[config.mk]
export PLATFORM = sky130hd
export DESIGN_NAME = mfpl_div
export DESIGN_NICKNAME = d
export VERILOG_FILES = /design/src/hw/rtl/mfpl_pkg.sv /design/src/hw/rtl/mfpl_div.sv
export SDC_FILE = /design/constraint.sdc
export NUM_CORES = 1
export LEC_CHECK = 0
export ABC_AREA = 1
export BUFFER_PORTS_ARGS = -buffer_cell sky130_fd_sc_hd__buf_2
export CORE_MARGIN = 3
export CORE_UTILIZATION = 40
export CTS_CLUSTER_SIZE = 14
export DETAILED_ROUTE_END_ITERATION = 8
export SLEW_MARGIN = 20
export SYNTH_ARGS = -nofsm -noshare
export SYNTH_HDL_FRONTEND = slang
export SYNTH_SLANG_ARGS = --single-unit
export TNS_END_PERCENT = 1
[constraint.sdc]
create_clock -name clk -period 2.8 [get_ports clk]
set_input_delay 0.42 -clock clk [delete_from_list [all_inputs] [get_ports clk]]
set_output_delay 0.42 -clock clk [all_outputs]
set_load 0.1 [all_outputs]
[src/hw/rtl/mfpl_pkg.sv]
// Shared types and constants for the monochrome framebuffer draw unit.
// Used by mfpl_div, mfpl_store and mono_framebuffer_point_line_draw_unit.
package mfpl_pkg;

    localparam int STORE_PAGES = 8;
    localparam int STORE_DEPTH = 1024;
    localparam int ADDR_W      = 10;
    localparam int COL_W       = 7;
    localparam int PAGE_W      = 3;
    localparam int DIV_W       = 8;

    localparam logic [7:0] BYTE_FULL  = 8'hff;
    localparam logic [7:0] BYTE_EMPTY = 8'h00;

    localparam logic [1:0] KIND_POINT = 2'd0;
    localparam logic [1:0] KIND_LINE  = 2'd1;
    localparam logic [1:0] KIND_FILL  = 2'd2;
    localparam logic [1:0] KIND_READ  = 2'd3;

    localparam logic [1:0] PEN_ERASE  = 2'd0;
    localparam logic [1:0] PEN_SET    = 2'd1;
    localparam logic [1:0] PEN_INVERT = 2'd2;

    typedef enum logic [2:0] {
        S_SWEEP,
        S_IDLE,
        S_DIV,
        S_PIX_RD,
        S_PIX_WR,
        S_READ_RD,
        S_READ_WAIT,
        S_FINISH
    } state_t;

    typedef enum logic [1:0] {
        MEM_NOP,
        MEM_READ,
        MEM_WRITE,
        MEM_MODIFY
    } mem_op_t;

    typedef struct packed {
        mem_op_t           op;
        logic [ADDR_W-1:0] addr;
        logic [7:0]        data;
        logic [1:0]        pen;
    } mem_cmd_t;

    typedef struct packed {
        logic             done;
        logic [DIV_W-1:0] quo;
        logic [DIV_W-1:0] rem;
    } div_res_t;

endpackage

[src/hw/rtl/mfpl_div.sv]
// Iterative restoring divider, one quotient bit per cycle.
// Depends on mfpl_pkg (DIV_W, div_res_t).
module mfpl_div
    import mfpl_pkg::*;
(
    input  logic             clk,
    input  logic             rst_n,
    input  logic             start,
    input  logic [DIV_W-1:0] dividend,
    input  logic [DIV_W-1:0] divisor,
    output div_res_t         res
);

    localparam int CNT_W = $clog2(DIV_W + 1);

    logic [CNT_W-1:0] count_reg, count_next;
    logic             done_reg, done_next;
    logic [DIV_W-1:0] rem_reg, rem_next;
    logic [DIV_W-1:0] quo_reg, quo_next;
    logic [DIV_W-1:0] den_reg, den_next;
    logic [DIV_W:0]   trial;
    logic             fits;

    // Shift in the next dividend bit and subtract when it fits.
    always_comb
    begin
        trial      = {rem_reg, quo_reg[DIV_W-1]};
        fits       = trial >= {1'b0, den_reg};
        count_next = count_reg;
        done_next  = 1'b0;
        rem_next   = rem_reg;
        quo_next   = quo_reg;
        den_next   = den_reg;
        if (start)
        begin
            count_next = CNT_W'(DIV_W);
            rem_next   = '0;
            quo_next   = dividend;
            den_next   = divisor;
        end
        else if (count_reg != '0)
        begin
            count_next = count_reg - 1'b1;
            done_next  = (count_reg == CNT_W'(1));
            rem_next   = fits ? DIV_W'(trial - {1'b0, den_reg}) : trial[DIV_W-1:0];
            quo_next   = {quo_reg[DIV_W-2:0], fits};
        end
    end

    always_ff @(posedge clk or negedge rst_n)
    begin
        if (!rst_n)
        begin
            count_reg <= '0;
            done_reg  <= 1'b0;
        end
        else
        begin
            count_reg <= count_next;
            done_reg  <= done_next;
        end
    end

    always_ff @(posedge clk)
    begin
        rem_reg <= rem_next;
        quo_reg <= quo_next;
        den_reg <= den_next;
    end

    assign res.done = done_reg;
    assign res.quo  = quo_reg;
    assign res.rem  = rem_reg;

endmodule

==> results of run 1 <==
stage by stage:
stage | std cells | hold slack [ps]
2_1_floorplan | 209 | 124
3_3_place_gp | 291 | 242
3_5_place_dp | 291 | 243
4_1_cts | 300 | 305
5_1_grt | 300 | 301
6_report | 300 | 314
cell families (layout without fill, tap and decap cells):
logic type,count (synthesis),after routing,synth area share [%]
AOI/OAI and AO/OA,7,7,2.68
buffers and inverters,39,80,8.81
xor gates and xnor gates,5,5,2.41
and+or+nand+nor,117,117,35.3
DFF,29,29,42.1
adders and majority gates,12,12,8.67
layout make-up:
cell class	count	area share [%]
repair buffers	37	9.01
well taps	50	2.93
inverters	35	6.14
flip-flops and latches	29	35.8
clock inverters	1	0.351
clock buffers	7	4.04
multi-input cells	141	41.7
what timing repair did:
item | CTS | global route
buffers inserted | 0 | 0
hold endpoints to repair | 5 | 0
hold buffers | 1 | 0
synth_stat cells:
| cell type | n | share of area, % |
|---|---|---|
| inv_1 | 30 | 6.2 |
| inv_2 | 4 | 0.83 |
| nor2_4 | 1 | 0.62 |
| nor3_4 | 1 | 0.89 |
| fa_1 | 1 | 1.1 |
| buf_4 | 1 | 0.41 |
| buf_6 | 1 | 0.62 |
| dfxtp_1 | 8 | 8.8 |
| nor2_8 | 2 | 2.2 |
| dfrtp_1 | 5 | 6.9 |
| nand3_1 | 19 | 5.2 |
| o21ai_1 | 1 | 0.28 |
| a21oi_1 | 3 | 0.83 |
| nand3_2 | 4 | 2.2 |
| o22ai_1 | 1 | 0.34 |
| nand2_1 | 63 | 13 |
| nor2_1 | 7 | 1.4 |
| clkinv_1 | 1 | 0.21 |
| nand2_2 | 12 | 4.1 |
| nand2_8 | 2 | 2.2 |
| a21oi_4 | 1 | 0.89 |
| nand4_4 | 1 | 1.2 |
| buf_2 | 2 | 0.55 |
| ha_1 | 11 | 7.6 |
| xnor2_1 | 3 | 1.4 |
| nand2_4 | 1 | 0.62 |
| nand3b_2 | 1 | 0.62 |
| edfxtp_1 | 16 | 26 |
| nand4_1 | 1 | 0.34 |
| xor2_1 | 2 | 0.96 |
| a31oi_1 | 1 | 0.34 |
| nor2_2 | 1 | 0.34 |
| nor3_1 | 1 | 0.28 |
worst max path at each step:
stage	from	to	slack, ps
after floorplan	quo_reg[7]	rem_reg[4]	490
after global placement	count_reg[0]	count_reg[1]	1060
after detailed placement	count_reg[0]	count_reg[1]	1030
after CTS	count_reg[0]	count_reg[1]	1020
after global routing	count_reg[0]	count_reg[1]	850
final	count_reg[0]	count_reg[1]	1030
per-layer routing:
| layer | up-vias | track usage [%] |
|---|---|---|
| met2 | 31 | 22.4 |
| met4 | 0 | 5.43 |
| met3 | 5 | 4.51 |
| li1 | 735 | - |
| met1 | 617 | 22.8 |
| met5 | - | 0 |
==> results by group, run 1 <==
Status
  • Status: finished clean

STA
  • Crit path time final: 1770 ps
  • Fin. Hold Viols: 0
  • Slew headroom: 65.5%
  • Slew Limit Fails: 0
  • Fin Setup TNS: 0 ps
  • Fmax: approximately 570 MHz
  • Fin crit share: between 60% and 70%
  • Clk_skew: 13.1 ps
  • Final setup violation count: 0
  • Final WS setup: a little over 1000 ps
  • Worst-Margin Slew: a little over 500 ps
  • Unrepaired setup endpoints after global routing: no

Logic synthesis
  • Synth Instances: approximately 210
  • Sequential-to-total area share from yosys stat: a little over two fifths
  • Syn Area/Cell: slightly below 9 µm²
  • Mapped Area: about 1800 µm²
  • Synth Register Bits: 29
  • Synth cell types: 33
  • Warnings from Yosys: 0
  • Synth Net Count: between 200 and 250

Global routing
  • Total grt overflow: 0
  • Antenna violations before repair: 0
  • Vias in the first global route: around 1.3k
  • Wire length of the first global-routing pass: between 6 and 7 mm
  • Largest net degree at the start of global routing: 19
  • All-Layer GR Usage: between 10% and 20%

Route
  • Top Layer Used: met4
  • Routed length per instance: 12.1 µm
  • DR DRC count: 0
  • DR vias/cell: ~4.6
  • Metal2 WL: ~1.6 mm
  • Antenna-violating nets left: 0
  • Routed wl met3: roughly 150 µm
  • Detailed Route Iter0 Violations: 67
  • Drt pass-1 iters: 4
  • Met1 Routed Length: approximately 1.9 mm
  • Via Count: 1388
  • Routed WL: about 3.6 mm

Critical path
  • Worst endpoint required time: roughly 3000 ps
  • Register-to-register setup slack: 1030 ps
  • CP Cell Sequence: inv_1, ha_1, nand2_1, inv_1, nor2_1, buf_4, inv_1, o22ai_1
  • CP Max Fanout: 6
  • RR Endpoint: count_reg[1]
  • Worst path top cell family by delay: simple AND/OR/NAND/NOR gates
  • Most common cell type on the critical path: inv_1
  • CP Capture Type: register
  • RR Startpoint: count_reg[0]
  • Stages on worst setup path: 8
  • R2R depth: 8
  • Max stage delay on crit path: roughly 400 ps
  • Buf/Inv on CP: 4
  • CP arrival: a little under 2000 ps
  • Critical path class: reg -> reg
  • Slowest cell on crit path: nor2_1
  • Startpoint Class: register

Final layout
  • Area added between synthesis and finish: 17.6%
  • Layout fillers: ~430
  • Seq. cell area: 766 µm²
  • # nets final: 280
  • Most common cell after layout, fill and taps aside: nand2_1
  • Layout cell share with drive strength beyond 1: 29.6%
  • Antenna diode count: 0
  • Fin area: around 2100 µm²
  • Most frequent cells in the layout: 63 x nand2_1, 35 x buf_2, 30 x inv_1
  • Fin util: between 50% and 60%
  • Multi-input logic area: slightly below 900 µm²

Die
  • DIE WIDTH: approximately 73 µm
  • Site row count: 23
  • Core region area: about 4200 µm²
  • Initial core utilization: between 40% and 50%
  • I/O pin total: 36
  • Die Y-Extent: around 73 µm
  • Full die area: around 5400 µm²

Clock tree
  • Clock Sinks: 29
  • Total CTS buffers: 5
  • CTS clk-pin slew, worst paths: roughly 60 ps
  • Bufs on Longest Clock Path: 2
  • CTS resizes: 0
  • CTS tree: built
  • Clock Tree Root: clkbuf_8
  • H-tree depth: 2
  • Clk_lat worst skew: about 280 ps

Min path
  • Hold endpoint: den_reg[1]
  • Worst hold path cell count: 1
  • Hold Crit Start: divisor[1]
  • Hold WC Path Type: in -> reg

Run
  • Max cap viols: 0

Place
  • Placer Congestion: ~0.78
  • Pre-CTS setup slack: between 1000 and 1500 ps
  • Buffers on Ports: 35
  • Dpl cell area: 2030 µm²
  • DPL Wire Length: about 2.7 mm
Power of run 1 is left out: the tool's default activity adds up to more than one toggle a clock period on the data nets, which glitch-free logic cannot reach.
==> inputs of run 2 (changes only) <==
Clock period 2.8 ns to 1.85 ns, I/O delays scaled along.
==> run 2 against run 1 <==
Worst hold slack worse by 150 ps; highest routed layer unchanged; design area up 1.9%; largest cell class unchanged; cell count up 0.67%; critical endpoint is now rem_reg[5].
==> results by group, run 2 (same netlist as run 1, synthesis figures left out) <==
Clock tree
  • Clock Tree Root: clkbuf_8
  • CTS tree: built
  • Total CTS buffers: 5
  • CTS clk-pin slew, worst paths: ~60 ps
  • Clock Sinks: 29
  • Postcts setup bufs: 0
  • H-tree depth: 2
  • Clk_lat worst skew: slightly below 300 ps
  • Bufs on Longest Clock Path: 2

Final layout
  • Fin util: ~52%
  • Most common cell after layout, fill and taps aside: nand2_1
  • Area added between synthesis and finish: 19.9%
  • # nets final: 282
  • Most frequent cells in the layout: 63 x nand2_1, 35 x buf_2, 28 x inv_1
  • Antenna diode count: 0
  • Layout cell share with drive strength beyond 1: between 30% and 40%

STA
  • Fmax: about 600 MHz
  • Clk_skew: a little under 10 ps
  • Unrepaired setup endpoints after global routing: no
  • Slew Limit Fails: 0
  • Fin crit share: between 80% and 90%
  • Final setup violation count: 0
  • Slew headroom: between 60% and 70%
  • Fin. Hold Viols: 0
  • Worst-Margin Slew: 486 ps
  • Crit path time final: around 1700 ps

Die
  • DIE WIDTH: around 73 µm
  • Die Y-Extent: approximately 73 µm
  • Site row count: 23
  • I/O pin total: 36
  • Initial core utilization: between 40% and 50%
  • Full die area: 5390 µm²
  • Core region area: around 4200 µm²

Route
  • Routed length per instance: about 12 µm
  • Drt pass-1 iters: 4
  • Detailed Route Iter0 Violations: between 60 and 70
  • Antenna-violating nets left: 0
  • Via Count: around 1.4k
  • Metal2 WL: ~1.4 mm
  • Top Layer Used: met4
  • Routed wl met3: 199 µm
  • Met1 Routed Length: between 1.5 and 2 mm
  • Routed WL: approximately 3.7 mm
  • DR DRC count: 0
  • DR vias/cell: about 4.5

Place
  • DPL Wire Length: around 2.7 mm
  • Buffers on Ports: 35
  • Placer Congestion: between 0.8 and 0.9

Critical path
  • Worst endpoint required time: between 2000 and 2500 ps
  • CP Capture Type: register
  • CP arrival: approximately 1800 ps
  • Critical path class: reg -> reg
  • CP Max Fanout: 10
  • Startpoint Class: register

Status
  • Status: finished clean

Run
  • Max cap viols: 0

Global routing
  • Total grt overflow: 0
  • Wire length of the first global-routing pass: between 6 and 7 mm
  • All-Layer GR Usage: 16.0%
  • Vias in the first global route: 1332
  • Antenna violations before repair: 0
  • Largest net degree at the start of global routing: 11

Min path
  • Hold WC Path Type: in -> reg
==> run 2: routing by layer <==
metal | vias up | GRT usage, %
met2 | 31 | 21.4
met4 | 0 | 6.04
met3 | 6 | 4.51
met5 | - | 0
met1 | 587 | 24.1
li1 | 742 | -
==> run 2: metrics by stage <==
stage,hold WS [ps],cells,setup WS [ps],TNS (ps),area (µm²)
after floorplan,-18.1,209,-327,-2700,1850
after global placement,103,293,155,0,2080
after detailed placement,103,293,144,0,2080
after CTS,162,302,133,0,2180
after global routing,156,302,17.5,0,2180
final,169,302,186,0,2180
==> run 2: final timing paths <==
check | start | end | slack [ps] | depth (start not counted)
setup / recovery | rem_reg[4] | rem_reg[5] | 190 | 8
hold / removal | divisor[7] | den_reg[7] | 170 | 1
setup reg to reg | rem_reg[4] | rem_reg[5] | 190 | 8
hold reg to reg | rem_reg[5] | rem_reg[5] | 470 | 2
max in group asynchronous | rst_n | done_reg | 1370 | 2
min in group asynchronous | rst_n | count_reg[0] | 340 | 2
==> run 2: critical path, stage by stage (launching register included) <==
cell	delay, ps
dfxtp_1	340
ha_1	400
nand2_1	160
nor3_4	250
nand2_8	120
nand2_8	120
nand2_2	50
nand3_1	70
nand2_1	50
==> run 2: final cells by class <==
cell class,count,area (µm²)
sequential,29,773
timing repair buffer,39,208
tap,50,62.6
clock buffer,5,68.8
multi-input combinational,141,918
inverter,35,131
clock inverter,3,17.5
fill,404,2020
==> run 2: repair_timing <==
item	in CTS	in global routing
resized for setup	0	1
hold buffers	1	0
endpoints found under the hold margin	5	0
setup endpoints to repair	0	8
Power of run 2 is left out for the same reason.
